File: src/rtl/core/blce_pkg.sv
// ----------------------------------------------------------------------------
// blce_pkg
// Shared constants, codes and control types of the bounded list engine.
// ----------------------------------------------------------------------------
package blce_pkg;

	localparam int DEPTH_DEF = 64;
	localparam int VAL_W     = 32;
	localparam int OP_W      = 4;
	localparam int ST_W      = 2;
	localparam int SQ_W      = 37;
	localparam int DIV_W     = 17;

	localparam logic [OP_W-1:0] OP_INS_HEAD = 4'd0;
	localparam logic [OP_W-1:0] OP_INS_TAIL = 4'd1;
	localparam logic [OP_W-1:0] OP_INS_PAIR = 4'd2;
	localparam logic [OP_W-1:0] OP_SEARCH   = 4'd3;
	localparam logic [OP_W-1:0] OP_DEL_HEAD = 4'd4;
	localparam logic [OP_W-1:0] OP_DEL_TAIL = 4'd5;
	localparam logic [OP_W-1:0] OP_DEL_GT   = 4'd6;
	localparam logic [OP_W-1:0] OP_DEL_EVEN = 4'd7;
	localparam logic [OP_W-1:0] OP_SORT     = 4'd8;
	localparam logic [OP_W-1:0] OP_PRIMES   = 4'd9;
	localparam logic [OP_W-1:0] OP_SQUARES  = 4'd10;
	localparam logic [OP_W-1:0] OP_MINMAX   = 4'd11;
	localparam logic [OP_W-1:0] OP_READOUT  = 4'd12;

	localparam logic [ST_W-1:0] ST_OK    = 2'd0;
	localparam logic [ST_W-1:0] ST_EMPTY = 2'd1;
	localparam logic [ST_W-1:0] ST_FULL  = 2'd2;
	localparam logic [ST_W-1:0] ST_MISS  = 2'd3;

	typedef enum logic [3:0] {
		S_IDLE,
		S_DECODE,
		S_INS2,
		S_SCAN_RD,
		S_SCAN_CHK,
		S_PR_W3,
		S_PR_SQ,
		S_PR_SQC,
		S_PR_WA,
		S_PR_WB,
		S_SQ_W,
		S_SORT_END,
		S_EMIT
	} state_t;

	typedef enum logic [1:0] {
		MS_MOD3,
		MS_MODD,
		MS_MODD2,
		MS_SQRT
	} math_sel_t;

	typedef struct packed {
		logic            load;
		logic            set_status;
		logic [ST_W-1:0] status_val;
		logic            ins_head;
		logic            ins_tail;
		logic            ins_second;
		logic            del_head;
		logic            del_tail;
		logic            rd;
		logic            step;
		logic            keep_wr;
		logic            set_cnt_w;
		logic            sort_first;
		logic            sort_cmp;
		logic            sort_end;
		logic            mm_first;
		logic            mm_upd;
		logic            found;
		logic            prime_inc;
		logic            sq_add;
		logic            d_init;
		logic            d_step;
		logic            sq_load;
		logic            math_start;
		math_sel_t       math_sel;
		logic            set_elem;
		logic            emit;
	} dp_cmd_t;

	typedef struct packed {
		logic [OP_W-1:0] op;
		logic            full;
		logic            pair_full;
		logic            empty;
		logic            scan_end;
		logic            k_zero;
		logic            eq;
		logic            gt;
		logic            t_lt2;
		logic            t_lt4;
		logic            t_even;
		logic            t_neg;
		logic            math_done;
		logic            math_zero;
		logic            prod_gt;
		logic            swapped;
		logic            e_le1;
		logic            last;
		logic            out_free;
	} dp_stat_t;

endpackage

File: src/rtl/core/blce_math.sv
// ----------------------------------------------------------------------------
// blce_math
// Iterative remainder and integer square root unit, one bit or one root
// digit per cycle.
// ----------------------------------------------------------------------------
module blce_math (
	input  logic                       clk,
	input  logic                       arst_n,
	input  logic                       start,
	input  logic                       is_sqrt,
	input  logic [30:0]                operand,
	input  logic [blce_pkg::DIV_W-1:0] divisor,
	output logic                       done,
	output logic                       zero
);
	import blce_pkg::*;

	localparam logic [4:0] MOD_LAST  = 5'd30;
	localparam logic [4:0] SQRT_LAST = 5'd15;

	logic             busy_q;
	logic             done_q;
	logic             sqrt_q;
	logic [4:0]       cnt_q;
	logic [31:0]      num_q;
	logic [DIV_W:0]   rem_q;
	logic [DIV_W-1:0] div_q;
	logic [31:0]      res_q;
	logic [31:0]      bit_q;
	logic [DIV_W:0]   rem_sh;
	logic [31:0]      trial;

	assign rem_sh = {rem_q[DIV_W-1:0], num_q[30]};
	assign trial  = res_q + bit_q;

	always_ff @(posedge clk or negedge arst_n) begin
		if (!arst_n) begin
			busy_q <= 1'b0;
			done_q <= 1'b0;
		end else begin
			done_q <= 1'b0;
			if (start) begin
				busy_q <= 1'b1;
			end else if (busy_q && cnt_q == 5'd0) begin
				busy_q <= 1'b0;
				done_q <= 1'b1;
			end
		end
	end

	always_ff @(posedge clk) begin
		if (start) begin
			sqrt_q <= is_sqrt;
			num_q  <= {1'b0, operand};
			rem_q  <= '0;
			div_q  <= divisor;
			res_q  <= '0;
			bit_q  <= 32'h4000_0000;
			cnt_q  <= is_sqrt ? SQRT_LAST : MOD_LAST;
		end else if (busy_q) begin
			cnt_q <= cnt_q - 5'd1;
			if (sqrt_q) begin
				if (num_q >= trial) begin
					num_q <= num_q - trial;
					res_q <= (res_q >> 1) + bit_q;
				end else begin
					res_q <= res_q >> 1;
				end
				bit_q <= bit_q >> 2;
			end else begin
				num_q <= num_q << 1;
				if (rem_sh >= {1'b0, div_q}) begin
					rem_q <= rem_sh - {1'b0, div_q};
				end else begin
					rem_q <= rem_sh;
				end
			end
		end
	end

	assign done = done_q;
	assign zero = sqrt_q ? (num_q == 32'd0) : (rem_q == '0);

endmodule

File: src/rtl/core/blce_dp.sv
// ----------------------------------------------------------------------------
// blce_dp
// Datapath: entry memory kept as a ring, list pointers, scan registers,
// result registers and the output register.
// ----------------------------------------------------------------------------
module blce_dp #(
	parameter int DEPTH = blce_pkg::DEPTH_DEF
) (
	input  logic                              clk,
	input  logic                              arst_n,
	input  logic [blce_pkg::OP_W-1:0]         opcode,
	input  logic signed [blce_pkg::VAL_W-1:0] value,
	input  logic signed [blce_pkg::VAL_W-1:0] second_value,
	input  blce_pkg::dp_cmd_t                 cmd,
	output blce_pkg::dp_stat_t                stat,
	input  logic                              out_stall,
	output logic                              out_valid,
	output logic [blce_pkg::ST_W-1:0]         status,
	output logic [$clog2(DEPTH+1)-1:0]        entry_count,
	output logic [$clog2(DEPTH+1)-1:0]        position,
	output logic signed [blce_pkg::VAL_W-1:0] element,
	output logic signed [blce_pkg::VAL_W-1:0] largest,
	output logic [$clog2(DEPTH+1)-1:0]        prime_count,
	output logic [blce_pkg::SQ_W-1:0]         square_sum,
	output logic                              last
);
	import blce_pkg::*;

	localparam int IW = $clog2(DEPTH);
	localparam int CW = $clog2(DEPTH+1);

	logic signed [VAL_W-1:0] mem [DEPTH];

	logic [IW-1:0]           front_q;
	logic [CW-1:0]           cnt_q;
	logic                    out_valid_q;
	logic [OP_W-1:0]         op_q;
	logic signed [VAL_W-1:0] v_q;
	logic signed [VAL_W-1:0] v2_q;
	logic [CW-1:0]           k_q;
	logic [CW-1:0]           w_q;
	logic [CW-1:0]           e_q;
	logic signed [VAL_W-1:0] rd_q;
	logic signed [VAL_W-1:0] cur_q;
	logic signed [VAL_W-1:0] elem_q;
	logic signed [VAL_W-1:0] hi_q;
	logic [CW-1:0]           pos_q;
	logic [CW-1:0]           primes_q;
	logic [SQ_W-1:0]         sq_q;
	logic [ST_W-1:0]         status_q;
	logic                    last_q;
	logic                    swapped_q;
	logic [DIV_W-1:0]        d_q;
	logic [2*DIV_W-1:0]      prod_q;

	logic [ST_W-1:0]         o_status_q;
	logic [CW-1:0]           o_count_q;
	logic [CW-1:0]           o_pos_q;
	logic signed [VAL_W-1:0] o_elem_q;
	logic signed [VAL_W-1:0] o_hi_q;
	logic [CW-1:0]           o_primes_q;
	logic [SQ_W-1:0]         o_sq_q;
	logic                    o_last_q;

	logic [IW-1:0]           front_dec;
	logic [IW-1:0]           front_inc;
	logic                    scan_end;
	logic                    cur_gt;
	logic                    wr_en;
	logic [IW-1:0]           wr_addr;
	logic signed [VAL_W-1:0] wr_data;
	logic [DIV_W-1:0]        divisor;
	logic                    math_done;
	logic                    math_zero;

	// Position of list entry off, counted from the front, in the ring.
	function automatic logic [IW-1:0] slot_of(input logic [IW-1:0] base,
	                                          input logic [CW-1:0] off);
		logic [CW:0] sum;
		sum = (CW+1)'(base) + (CW+1)'(off);
		if (sum >= (CW+1)'(DEPTH)) begin
			sum = sum - (CW+1)'(DEPTH);
		end
		return sum[IW-1:0];
	endfunction

	assign front_dec = (front_q == '0) ? IW'(DEPTH-1) : front_q - IW'(1);
	assign front_inc = (front_q == IW'(DEPTH-1)) ? '0 : front_q + IW'(1);
	assign scan_end  = (op_q == OP_SORT) ? (k_q == e_q) : (k_q == cnt_q - CW'(1));
	assign cur_gt    = cur_q > rd_q;

	always_comb begin
		wr_en   = 1'b0;
		wr_addr = slot_of(front_q, cnt_q);
		wr_data = v_q;
		priority if (cmd.ins_head) begin
			wr_en   = 1'b1;
			wr_addr = front_dec;
		end else if (cmd.ins_tail) begin
			wr_en = 1'b1;
		end else if (cmd.ins_second) begin
			wr_en   = 1'b1;
			wr_data = v2_q;
		end else if (cmd.keep_wr) begin
			wr_en   = 1'b1;
			wr_addr = slot_of(front_q, w_q);
			wr_data = rd_q;
		end else if (cmd.sort_cmp) begin
			wr_en   = 1'b1;
			wr_addr = slot_of(front_q, k_q - CW'(1));
			wr_data = cur_gt ? rd_q : cur_q;
		end else if (cmd.sort_end) begin
			wr_en   = 1'b1;
			wr_addr = slot_of(front_q, e_q);
			wr_data = cur_q;
		end
	end

	always_ff @(posedge clk) begin
		if (wr_en) begin
			mem[wr_addr] <= wr_data;
		end
	end

	always_ff @(posedge clk) begin
		if (cmd.rd) begin
			rd_q <= mem[slot_of(front_q, k_q)];
		end
	end

	always_ff @(posedge clk or negedge arst_n) begin
		if (!arst_n) begin
			front_q     <= '0;
			cnt_q       <= '0;
			out_valid_q <= 1'b0;
		end else begin
			if (cmd.ins_head) begin
				front_q <= front_dec;
				cnt_q   <= cnt_q + CW'(1);
			end
			if (cmd.ins_tail || cmd.ins_second) begin
				cnt_q <= cnt_q + CW'(1);
			end
			if (cmd.del_head) begin
				front_q <= front_inc;
				cnt_q   <= cnt_q - CW'(1);
			end
			if (cmd.del_tail) begin
				cnt_q <= cnt_q - CW'(1);
			end
			if (cmd.set_cnt_w) begin
				cnt_q <= cmd.keep_wr ? w_q + CW'(1) : w_q;
			end
			if (cmd.emit) begin
				out_valid_q <= 1'b1;
			end else if (!out_stall) begin
				out_valid_q <= 1'b0;
			end
		end
	end

	always_ff @(posedge clk) begin
		if (cmd.load) begin
			op_q      <= opcode;
			v_q       <= value;
			v2_q      <= second_value;
			k_q       <= '0;
			w_q       <= '0;
			e_q       <= cnt_q - CW'(1);
			swapped_q <= 1'b0;
			status_q  <= ST_OK;
			pos_q     <= '0;
			elem_q    <= '0;
			hi_q      <= '0;
			primes_q  <= '0;
			sq_q      <= '0;
			last_q    <= 1'b1;
		end
		if (cmd.set_status) begin
			status_q <= cmd.status_val;
		end
		if (cmd.step) begin
			k_q <= k_q + CW'(1);
		end
		if (cmd.keep_wr) begin
			w_q <= w_q + CW'(1);
		end
		if (cmd.sort_first) begin
			cur_q <= rd_q;
		end
		if (cmd.sort_cmp) begin
			if (cur_gt) begin
				swapped_q <= 1'b1;
			end else begin
				cur_q <= rd_q;
			end
		end
		if (cmd.sort_end) begin
			e_q       <= e_q - CW'(1);
			k_q       <= '0;
			swapped_q <= 1'b0;
		end
		if (cmd.mm_first) begin
			elem_q <= rd_q;
			hi_q   <= rd_q;
		end
		if (cmd.mm_upd) begin
			if (rd_q < elem_q) begin
				elem_q <= rd_q;
			end
			if (rd_q > hi_q) begin
				hi_q <= rd_q;
			end
		end
		if (cmd.found) begin
			pos_q <= k_q + CW'(1);
		end
		if (cmd.prime_inc) begin
			primes_q <= primes_q + CW'(1);
		end
		if (cmd.sq_add) begin
			sq_q <= sq_q + SQ_W'(rd_q[30:0]);
		end
		if (cmd.d_init) begin
			d_q <= DIV_W'(5);
		end
		if (cmd.d_step) begin
			d_q <= d_q + DIV_W'(6);
		end
		if (cmd.sq_load) begin
			prod_q <= d_q * d_q;
		end
		if (cmd.set_elem) begin
			elem_q <= rd_q;
			last_q <= scan_end;
		end
		if (cmd.emit) begin
			o_status_q <= status_q;
			o_count_q  <= cnt_q;
			o_pos_q    <= pos_q;
			o_elem_q   <= elem_q;
			o_hi_q     <= hi_q;
			o_primes_q <= primes_q;
			o_sq_q     <= sq_q;
			o_last_q   <= last_q;
		end
	end

	always_comb begin
		unique case (cmd.math_sel)
			MS_MOD3:  divisor = DIV_W'(3);
			MS_MODD:  divisor = d_q;
			MS_MODD2: divisor = d_q + DIV_W'(2);
			MS_SQRT:  divisor = d_q;
			default:  divisor = d_q;
		endcase
	end

	blce_math u_math (
		.clk     (clk),
		.arst_n  (arst_n),
		.start   (cmd.math_start),
		.is_sqrt (cmd.math_sel == MS_SQRT),
		.operand (rd_q[30:0]),
		.divisor (divisor),
		.done    (math_done),
		.zero    (math_zero)
	);

	always_comb begin
		stat.op        = op_q;
		stat.full      = cnt_q == CW'(DEPTH);
		stat.pair_full = cnt_q >= CW'(DEPTH-1);
		stat.empty     = cnt_q == '0;
		stat.scan_end  = scan_end;
		stat.k_zero    = k_q == '0;
		stat.eq        = rd_q == v_q;
		stat.gt        = rd_q > v_q;
		stat.t_lt2     = rd_q < 32'sd2;
		stat.t_lt4     = rd_q < 32'sd4;
		stat.t_even    = !rd_q[0];
		stat.t_neg     = rd_q[VAL_W-1];
		stat.math_done = math_done;
		stat.math_zero = math_zero;
		stat.prod_gt   = prod_q > (2*DIV_W)'(rd_q[30:0]);
		stat.swapped   = swapped_q;
		stat.e_le1     = e_q <= CW'(1);
		stat.last      = last_q;
		stat.out_free  = !out_valid_q || !out_stall;
	end

	assign out_valid   = out_valid_q;
	assign status      = o_status_q;
	assign entry_count = o_count_q;
	assign position    = o_pos_q;
	assign element     = o_elem_q;
	assign largest     = o_hi_q;
	assign prime_count = o_primes_q;
	assign square_sum  = o_sq_q;
	assign last        = o_last_q;

	a_emit_slot_free: assert property (@(posedge clk) disable iff (!arst_n)
		cmd.emit |-> (!out_valid_q || !out_stall))
		else $error("Result loaded over a transaction still waiting.");

	a_count_bound: assert property (@(posedge clk) disable iff (!arst_n)
		cnt_q <= CW'(DEPTH))
		else $error("Entry count above the store depth.");

	a_tail_grows: assert property (@(posedge clk) disable iff (!arst_n)
		(cmd.ins_tail || cmd.ins_second) |=> cnt_q == $past(cnt_q) + CW'(1))
		else $error("Tail insert did not grow the list by one.");

endmodule

File: src/rtl/core/blce_ctrl.sv
// ----------------------------------------------------------------------------
// blce_ctrl
// Controller: sequences each command over the datapath, one command at a
// time.
// ----------------------------------------------------------------------------
module blce_ctrl (
	input  logic               clk,
	input  logic               arst_n,
	input  logic               in_valid,
	output logic               in_stall,
	input  blce_pkg::dp_stat_t stat,
	output blce_pkg::dp_cmd_t  cmd
);
	import blce_pkg::*;

	state_t state_q;
	state_t state_d;
	state_t adv;
	logic   scan_op;

	assign scan_op = (stat.op == OP_SEARCH) ||
	                 (stat.op >= OP_DEL_GT && stat.op <= OP_READOUT);
	assign adv     = stat.scan_end ? S_EMIT : S_SCAN_RD;

	always_ff @(posedge clk or negedge arst_n) begin
		if (!arst_n) begin
			state_q <= S_IDLE;
		end else begin
			state_q <= state_d;
		end
	end

	always_comb begin
		state_d = state_q;
		unique case (state_q)
			S_IDLE: begin
				if (in_valid) state_d = S_DECODE;
			end
			S_DECODE: begin
				if (stat.op == OP_INS_PAIR && !stat.pair_full) begin
					state_d = S_INS2;
				end else if (scan_op && !stat.empty) begin
					state_d = S_SCAN_RD;
				end else begin
					state_d = S_EMIT;
				end
			end
			S_INS2:    state_d = S_EMIT;
			S_SCAN_RD: state_d = S_SCAN_CHK;
			S_SCAN_CHK: begin
				unique case (stat.op)
					OP_SEARCH:  state_d = (stat.eq || stat.scan_end) ? S_EMIT : S_SCAN_RD;
					OP_SORT:    state_d = stat.scan_end ? S_SORT_END : S_SCAN_RD;
					OP_PRIMES: begin
						if (!stat.t_lt2 && !stat.t_lt4 && !stat.t_even) state_d = S_PR_W3;
						else state_d = adv;
					end
					OP_SQUARES: state_d = stat.t_neg ? adv : S_SQ_W;
					OP_READOUT: state_d = S_EMIT;
					default:    state_d = adv;
				endcase
			end
			S_PR_W3: begin
				if (stat.math_done) state_d = stat.math_zero ? adv : S_PR_SQ;
			end
			S_PR_SQ:  state_d = S_PR_SQC;
			S_PR_SQC: state_d = stat.prod_gt ? adv : S_PR_WA;
			S_PR_WA: begin
				if (stat.math_done) state_d = stat.math_zero ? adv : S_PR_WB;
			end
			S_PR_WB: begin
				if (stat.math_done) state_d = stat.math_zero ? adv : S_PR_SQ;
			end
			S_SQ_W: begin
				if (stat.math_done) state_d = adv;
			end
			S_SORT_END: begin
				state_d = (!stat.swapped || stat.e_le1) ? S_EMIT : S_SCAN_RD;
			end
			S_EMIT: begin
				if (stat.out_free) begin
					state_d = (stat.op == OP_READOUT && !stat.last) ? S_SCAN_RD : S_IDLE;
				end
			end
			default: state_d = S_IDLE;
		endcase
	end

	always_comb begin
		cmd          = '0;
		cmd.math_sel = MS_MOD3;
		unique case (state_q)
			S_IDLE: cmd.load = in_valid;
			S_DECODE: begin
				unique case (stat.op)
					OP_INS_HEAD: begin
						cmd.set_status = stat.full;
						cmd.status_val = ST_FULL;
						cmd.ins_head   = !stat.full;
					end
					OP_INS_TAIL: begin
						cmd.set_status = stat.full;
						cmd.status_val = ST_FULL;
						cmd.ins_tail   = !stat.full;
					end
					OP_INS_PAIR: begin
						cmd.set_status = stat.pair_full;
						cmd.status_val = ST_FULL;
						cmd.ins_tail   = !stat.pair_full;
					end
					OP_DEL_HEAD: begin
						cmd.set_status = stat.empty;
						cmd.status_val = ST_EMPTY;
						cmd.del_head   = !stat.empty;
					end
					OP_DEL_TAIL: begin
						cmd.set_status = stat.empty;
						cmd.status_val = ST_EMPTY;
						cmd.del_tail   = !stat.empty;
					end
					default: begin
						cmd.set_status = stat.empty && scan_op;
						cmd.status_val = ST_EMPTY;
					end
				endcase
			end
			S_INS2:    cmd.ins_second = 1'b1;
			S_SCAN_RD: cmd.rd = 1'b1;
			S_SCAN_CHK: begin
				unique case (stat.op)
					OP_SEARCH: begin
						if (stat.eq) begin
							cmd.found = 1'b1;
						end else if (stat.scan_end) begin
							cmd.set_status = 1'b1;
							cmd.status_val = ST_MISS;
						end else begin
							cmd.step = 1'b1;
						end
					end
					OP_DEL_GT: begin
						cmd.keep_wr   = !stat.gt;
						cmd.set_cnt_w = stat.scan_end;
						cmd.step      = !stat.scan_end;
					end
					OP_DEL_EVEN: begin
						cmd.keep_wr   = !stat.t_even;
						cmd.set_cnt_w = stat.scan_end;
						cmd.step      = !stat.scan_end;
					end
					OP_SORT: begin
						cmd.sort_first = stat.k_zero;
						cmd.sort_cmp   = !stat.k_zero;
						cmd.step       = !stat.scan_end;
					end
					OP_PRIMES: begin
						if (stat.t_lt2 || stat.t_even) begin
							cmd.prime_inc = stat.t_lt4 && !stat.t_lt2;
							cmd.step      = !stat.scan_end;
						end else if (stat.t_lt4) begin
							cmd.prime_inc = 1'b1;
							cmd.step      = !stat.scan_end;
						end else begin
							cmd.math_start = 1'b1;
							cmd.math_sel   = MS_MOD3;
						end
					end
					OP_SQUARES: begin
						if (stat.t_neg) begin
							cmd.step = !stat.scan_end;
						end else begin
							cmd.math_start = 1'b1;
							cmd.math_sel   = MS_SQRT;
						end
					end
					OP_MINMAX: begin
						cmd.mm_first = stat.k_zero;
						cmd.mm_upd   = !stat.k_zero;
						cmd.step     = !stat.scan_end;
					end
					default: begin
						cmd.set_elem = 1'b1;
						cmd.step     = 1'b1;
					end
				endcase
			end
			S_PR_W3: begin
				if (stat.math_done) begin
					cmd.step   = stat.math_zero && !stat.scan_end;
					cmd.d_init = !stat.math_zero;
				end
			end
			S_PR_SQ: cmd.sq_load = 1'b1;
			S_PR_SQC: begin
				if (stat.prod_gt) begin
					cmd.prime_inc = 1'b1;
					cmd.step      = !stat.scan_end;
				end else begin
					cmd.math_start = 1'b1;
					cmd.math_sel   = MS_MODD;
				end
			end
			S_PR_WA: begin
				if (stat.math_done) begin
					cmd.step       = stat.math_zero && !stat.scan_end;
					cmd.math_start = !stat.math_zero;
					cmd.math_sel   = MS_MODD2;
				end
			end
			S_PR_WB: begin
				if (stat.math_done) begin
					cmd.step   = stat.math_zero && !stat.scan_end;
					cmd.d_step = !stat.math_zero;
				end
			end
			S_SQ_W: begin
				if (stat.math_done) begin
					cmd.sq_add = stat.math_zero;
					cmd.step   = !stat.scan_end;
				end
			end
			S_SORT_END: cmd.sort_end = 1'b1;
			S_EMIT:     cmd.emit = stat.out_free;
			default:    cmd.load = 1'b0;
		endcase
	end

	assign in_stall = (state_q != S_IDLE);

endmodule

File: src/rtl/core/bounded_list_command_engine.sv
// ----------------------------------------------------------------------------
// bounded_list_command_engine
// Ordered list of up to DEPTH signed 32-bit entries, held as a ring in a
// single-port-write memory, that executes one list command per transaction.
// ----------------------------------------------------------------------------
//
//   Channel  Direction  Handshake            Payload
//   -------  ---------  -------------------  ------------------------------------
//   in       to block   in_valid / in_stall  opcode, value, second_value
//   out      from block out_valid/out_stall  status, entry_count, position,
//                                            element, largest, prime_count,
//                                            square_sum, last
//
// Commands that walk the list read each entry and then check it, since the
// memory read data is registered. Sort runs bubble passes and stops on a
// pass without swaps. The prime count is set by the remainder unit over
// trial divisors, and the square sum by the root unit. Readout gives one
// transaction per entry.
// Reset clears the list pointers and the output valid flag; the memory is not
// cleared, because only entries inside the stored count are ever read.
// The block takes one command at a time; it takes the next command while the
// final result of the previous one still waits under out_stall.
//
module bounded_list_command_engine #(
	parameter int DEPTH = blce_pkg::DEPTH_DEF
) (
	input  logic                              clk,
	input  logic                              arst_n,
	input  logic                              in_valid,
	output logic                              in_stall,
	input  logic [blce_pkg::OP_W-1:0]         opcode,
	input  logic signed [blce_pkg::VAL_W-1:0] value,
	input  logic signed [blce_pkg::VAL_W-1:0] second_value,
	output logic                              out_valid,
	input  logic                              out_stall,
	output logic [blce_pkg::ST_W-1:0]         status,
	output logic [$clog2(DEPTH+1)-1:0]        entry_count,
	output logic [$clog2(DEPTH+1)-1:0]        position,
	output logic signed [blce_pkg::VAL_W-1:0] element,
	output logic signed [blce_pkg::VAL_W-1:0] largest,
	output logic [$clog2(DEPTH+1)-1:0]        prime_count,
	output logic [blce_pkg::SQ_W-1:0]         square_sum,
	output logic                              last
);
	import blce_pkg::*;

	// The controller decides the step of each command; the datapath reports
	// compare results, list bounds and the state of the arithmetic unit.
	dp_cmd_t  cmd;
	dp_stat_t stat;

	blce_ctrl u_ctrl (
		.clk      (clk),
		.arst_n   (arst_n),
		.in_valid (in_valid),
		.in_stall (in_stall),
		.stat     (stat),
		.cmd      (cmd)
	);

	// The datapath latches the command fields when the transaction is taken
	// and holds the list memory, scan counters and output register.
	blce_dp #(
		.DEPTH (DEPTH)
	) u_dp (
		.clk          (clk),
		.arst_n       (arst_n),
		.opcode       (opcode),
		.value        (value),
		.second_value (second_value),
		.cmd          (cmd),
		.stat         (stat),
		.out_stall    (out_stall),
		.out_valid    (out_valid),
		.status       (status),
		.entry_count  (entry_count),
		.position     (position),
		.element      (element),
		.largest      (largest),
		.prime_count  (prime_count),
		.square_sum   (square_sum),
		.last         (last)
	);

endmodule

File: config.mk
export PLATFORM = sky130hd
export DESIGN_NAME = bounded_list_command_engine
export DESIGN_NICKNAME = d
export VERILOG_FILES = /design/src/rtl/core/blce_pkg.sv /design/src/rtl/core/blce_math.sv /design/src/rtl/core/blce_dp.sv /design/src/rtl/core/blce_ctrl.sv /design/src/rtl/core/bounded_list_command_engine.sv
export SDC_FILE = /design/constraint.sdc
export NUM_CORES = 2
export LEC_CHECK = 0
export CORE_MARGIN = 2
export CORE_UTILIZATION = 38
export DETAILED_ROUTE_END_ITERATION = 8
export DONT_BUFFER_PORTS = 1
export GPL_ROUTABILITY_DRIVEN = 1
export GPL_TIMING_DRIVEN = 0
export SLEW_MARGIN = 20
export SYNTH_ARGS = -nofsm -noshare
export SYNTH_HDL_FRONTEND = slang
export SYNTH_SLANG_ARGS = --single-unit
File: constraint.sdc
create_clock -name clk -period 58.6 [get_ports clk]
set_clock_uncertainty 0.1 [all_clocks]
set_input_delay 2.93 -clock clk [delete_from_list [all_inputs] [get_ports clk]]
set_output_delay 2.93 -clock clk [all_outputs]
set_load 0.05 [all_outputs]
==> results by group <==
Clock network
  – H-tree levels: 5
  – Sink count of the clock tree: between 2,000 and 3,000
  – TritonCTS clock tree: built
  – Total setup buffers inserted after CTS: 0
  – Bufs on Longest Clock Path: 4
  – Clock tree root buffer cell: sky130_fd_sc_hd__clkbuf_16
  – Latest clock arrival within the worst-skew pair: between 0.8 and 0.9 ns
  – Cts hold-fix bufs: 0
  – Number of gates given a new drive strength after cts: 0
  – Clock buffers created by TritonCTS: 284
  – CTS clock-pin slew for the worst setup and hold paths: 0.07 ns

Pwr
  – Cell Pwr Density: ~56 nW/um2
  – Internal power summed over all cells: just under 5000 uW
  – Switching component of the power: ~3000 uW
  – Standby leakage power: between 0.04 and 0.05 uW
  – Part of the total power dissipated in combinational logic: 44.3%
  – Fraction of power spent switching nets: a little under two fifths
  – VDD IR max: approximately 0.031 mV
  – Clock share of power: 23.0%
  – Relative contribution of sequential cells to total power: 32.8%

Logic synthesis
  – Count of state elements after synthesis: between 2,000 and 3,000
  – Ys async rst share: less than 1%
  – Nets in the synthesized netlist: 8,151
  – Total number of yosys warnings: 0
  – Main flop type after synthesis: sky130_fd_sc_hd__edfxtp_1
  – Cell area after synthesis: roughly 120,000 um2
  – Number of enable-type register cells in the synthesized netlist: 2,443
  – Sequential area share after synthesis: around 64%
  – Gate Count Post-Synth: ~7,500
  – Synthesized area per cell: 16.17 um2
  – Distinct cell type count after synthesis: a little over 100

STA
  – Maximum clock frequency: roughly 120 MHz
  – Final setup violation count: 0
  – Final critical delay including setup and external delays: about 8.3 ns
  – Fin. max-slew vios: 0
  – Aggregate negative setup slack: 0 ns
  – Unrepaired setup endpoints after global routing: false
  – Slew margin rel.: 13.86%
  – Tcrit/Tclk final: between 10% and 20%
  – Final hold violation count: 0
  – Slew at the pin closest to its max-slew limit: about 1.3 ns

Drt
  – Drt via density: between 5 and 6
  – Via count: approximately 70,000
  – Number of iterations in the first detailed-routing pass: 6
  – Routed WL per cell: 28.53 um
  – Detail Route Antenna Nets: 0
  – Initial drt markers: approximately 8,700
  – Drc violations: 0
  – Routed WL: between 300,000 and 400,000 um

Cells and area
  – Net count reported at finish: approximately 8,600
  – Core occupancy in the finished layout: 44.37%
  – Commonest cells after routing, fill and taps aside: sky130_fd_sc_hd__edfxtp_1, sky130_fd_sc_hd__mux4_2, sky130_fd_sc_hd__inv_1
  – Most common library cell in the layout ignoring fill and taps: sky130_fd_sc_hd__edfxtp_1
  – Share of layout cells above drive strength 1: 18.13%
  – Area Growth Syn to Fin: 16.06%

Die
  – Horizontal die dimension: around 570 um
  – Initial standard-cell utilization of the core: between 30% and 40%
  – Site row count: between 200 and 250
  – Die span in y: between 500 and 600 um
  – Core Area: 315,500 um2
  – Boundary Pins: roughly 200
  – Die footprint: between 300,000 and 400,000 um2

GRT
  – Grt total ovfl: 0
  – Global-route track usage on met2: between 30 and 40%
  – Total routing usage reported by global routing: 21.50%
  – Via count of the first global-routing pass: 69,330
  – Grt met1 use: 29.24%
  – First-pass GRT wire length: about 500,000 um
  – Antenna violations before repair: 44
  – Met3 usage in global routing: 3.794%
  – Busiest layer in global routing: met2
  – Maximum number of pins on one net before global-route repair: ~40

Flow run
  – Maxcap violations: 0

Worst setup path
  – Worst endpoint data arrival time: just under 9 ns
  – Worst-path cell chain: clkbuf_1 -> clkbuf_1 -> nand2_1 -> fa_1 -> fa_1 -> fa_1 -> inv_1 -> fa_1 -> fa_1 -> inv_1 -> fa_1 -> inv_1 -> ha_1 -> nand4_1 -> nor2_1 -> inv_1 -> a211oi_1 -> o41ai_1 -> o21ai_0 -> a211o_1 -> a21oi_1 -> xnor2_1
  – Family with the most delay on the worst path: adder cells
  – Launching element type of the critical path: flop
  – Worst path buffer plus inverter count: 6
  – Type of element capturing the critical path: flop
  – CP max-delay cell: sky130_fd_sc_hd__a211oi_1
  – Largest driver fanout on the critical path: 10
  – CP peak stage delay: ~0.7 ns
  – Cell mode on critical path: sky130_fd_sc_hd__fa_1
  – Required arrival time at the worst endpoint: slightly below 60 ns
  – Kind of critical path: reg -> reg

Run status
  – Run status: completed

Min path
  – Class of the worst hold path: reg -> reg

Place
  – GPL Wtd Cong: around 0.95
  – Port buffer count: 0
  – HPWL after detailed placement: approximately 260,000 um
-- routing by layer --
| layer | share of wire, % | vias to the layer above | routed length (um) |
|---|---|---|---|
| li1 | - | 29920 | - |
| met1 | 41 | 36200 | 142800 |
| met2 | 46 | 3201 | 161300 |
| met3 | 8.2 | 687 | 28690 |
| met4 | 5.4 | 8 | 18870 |
| met5 | 0.015 | - | 53 |
-- path summary, 6_finish.rpt --
check	depth (start not counted)	startpoint	slack, ns	endpoint
max	22	u_dp.d_q[4]	50.29	u_dp.prod_q[32]
min	0	u_dp.pos_q[0]	0.32	u_dp.position[0]
max reg2reg	22	u_dp.d_q[4]	50.29	u_dp.prod_q[32]
min reg2reg	0	u_dp.pos_q[0]	0.32	u_dp.position[0]
max in group asynchronous	0	arst_n	56.58	u_dp.u_math.busy_q
min in group asynchronous	0	arst_n	1.69	u_dp.u_math.done
-- registers in the layout (all words and copies together) (netlist names), 16 cells and up --
| name | cells |
|---|---|
| u_dp.hi_q | 32 |
| u_dp.square_sum | 37 |
| u_dp.u_math.num_q | 32 |
| u_dp.largest | 32 |
| u_dp.d_q | 16 |
| u_dp.element | 32 |
| u_dp.u_math.bit_q | 16 |
| u_dp.sq_q | 37 |
| u_dp.v2_q | 32 |
| u_dp.u_math.rem_q | 18 |
| u_dp.rd_q | 32 |
| u_dp.elem_q | 32 |
| u_dp.u_math.div_q | 17 |
| u_dp.u_math.res_q | 32 |
| u_dp.v_q | 32 |
| u_dp.prod_q | 32 |
| u_dp.cur_q | 32 |
| u_dp.mem | 2048 |
-- power groups by stage --
stage | Combinational (uW) | Clock (uW) | Sequential, uW
3_3_place_gp | 3200 | 0 | 2690
3_5_place_dp | 3440 | 0 | 2600
4_1_cts | 3450 | 1820 | 2560
6_report | 3460 | 1800 | 2560
5_1_grt | 3650 | 1900 | 2570
2_1_floorplan | 2130 | 0 | 2560
-- Yosys cell counts, types with 32 or more instances --
cell	instances	area share, %
sky130_fd_sc_hd__edfxtp_1	2443	61
sky130_fd_sc_hd__mux4_2	640	12
sky130_fd_sc_hd__inv_1	497	1.5
sky130_fd_sc_hd__ha_1	421	4.4
sky130_fd_sc_hd__nand2_1	404	1.3
sky130_fd_sc_hd__nor2_1	397	1.2
sky130_fd_sc_hd__a21oi_1	296	1.2
sky130_fd_sc_hd__clkbuf_1	243	0.76
sky130_fd_sc_hd__o21ai_0	217	0.90
sky130_fd_sc_hd__fa_1	198	3.3
sky130_fd_sc_hd__dfxtp_1	171	2.8
sky130_fd_sc_hd__mux2i_1	141	1.2
sky130_fd_sc_hd__xnor2_1	141	1.0
sky130_fd_sc_hd__xor2_1	98	0.71
sky130_fd_sc_hd__a21o_1	83	0.52
sky130_fd_sc_hd__nor3_1	81	0.34
sky130_fd_sc_hd__a211oi_1	79	0.49
sky130_fd_sc_hd__nand3_1	77	0.32
sky130_fd_sc_hd__nor2b_1	77	0.40
sky130_fd_sc_hd__a22oi_1	73	0.45
sky130_fd_sc_hd__nand4_1	58	0.30
sky130_fd_sc_hd__buf_1	57	0.18
sky130_fd_sc_hd__a31oi_1	46	0.24
sky130_fd_sc_hd__nand2b_1	36	0.19
sky130_fd_sc_hd__mux2_2	34	0.32
sky130_fd_sc_hd__and2_1	32	0.17
-- worst register-to-register path, cell delays in order, from the launching register on --
cell and delay [ns]:
sky130_fd_sc_hd__edfxtp_1 0.53, sky130_fd_sc_hd__clkbuf_1 0.54, sky130_fd_sc_hd__clkbuf_1 0.58, sky130_fd_sc_hd__nand2_1 0.25
sky130_fd_sc_hd__fa_1 0.56, sky130_fd_sc_hd__fa_1 0.53, sky130_fd_sc_hd__fa_1 0.52, sky130_fd_sc_hd__inv_1 0.06
sky130_fd_sc_hd__fa_1 0.45, sky130_fd_sc_hd__fa_1 0.51, sky130_fd_sc_hd__inv_1 0.05, sky130_fd_sc_hd__fa_1 0.51
sky130_fd_sc_hd__inv_1 0.05, sky130_fd_sc_hd__ha_1 0.45, sky130_fd_sc_hd__nand4_1 0.22, sky130_fd_sc_hd__nor2_1 0.18
sky130_fd_sc_hd__inv_1 0.07, sky130_fd_sc_hd__a211oi_1 0.70, sky130_fd_sc_hd__o41ai_1 0.21, sky130_fd_sc_hd__o21ai_0 0.53
sky130_fd_sc_hd__a211o_1 0.24, sky130_fd_sc_hd__a21oi_1 0.08, sky130_fd_sc_hd__xnor2_1 0.12
-- layout make-up --
| type | count | area [um2] |
|---|---|---|
| fillers | 27240 | 175500 |
| flip-flops and latches | 2634 | 77280 |
| multi-input cells | 3996 | 41050 |
| clock buffers | 337 | 7505 |
| well taps | 4160 | 5205 |
| repair buffers | 188 | 3944 |
| inverters | 503 | 1891 |
| clock inverters | 168 | 1747 |
| plain buffers | 327 | 1326 |
| diodes | 15 | 37.54 |
-- cell families after synthesis --
group                    count (synthesis)  synth area share [%]
adder cells (fa/ha/maj)                619                 7.653
AND/OR/NAND/NOR                       1295                 4.987
buffers and inverters                  830                 2.636
XOR/XNOR                               239                 1.735
flip-flops                            2634                 64.07
multiplexers                           816                 13.45
other                                    1              0.003109
AO/OA/AOI/OAI                         1026                 5.462
-- through the flow --
stage / hold slack (ns) / instances / cell area, um2 / total power (uW) / worst slack [ns]
final: 0.3195 / 12330 / 140000 / 7821 / 50.29
after global routing: 0.3361 / 12320 / 140000 / 8116 / 50.12
after CTS: 0.3191 / 12310 / 139900 / 7831 / 50.51
after detailed placement: 0.3054 / 11810 / 130600 / 6032 / 50.55
after global placement: 0.3118 / 11620 / 125800 / 5895 / 26.23
after floorplan: 0.3003 / 7460 / 120600 / 4684 / 35.02
No activity file was read; power rests on OpenSTA's default activity.
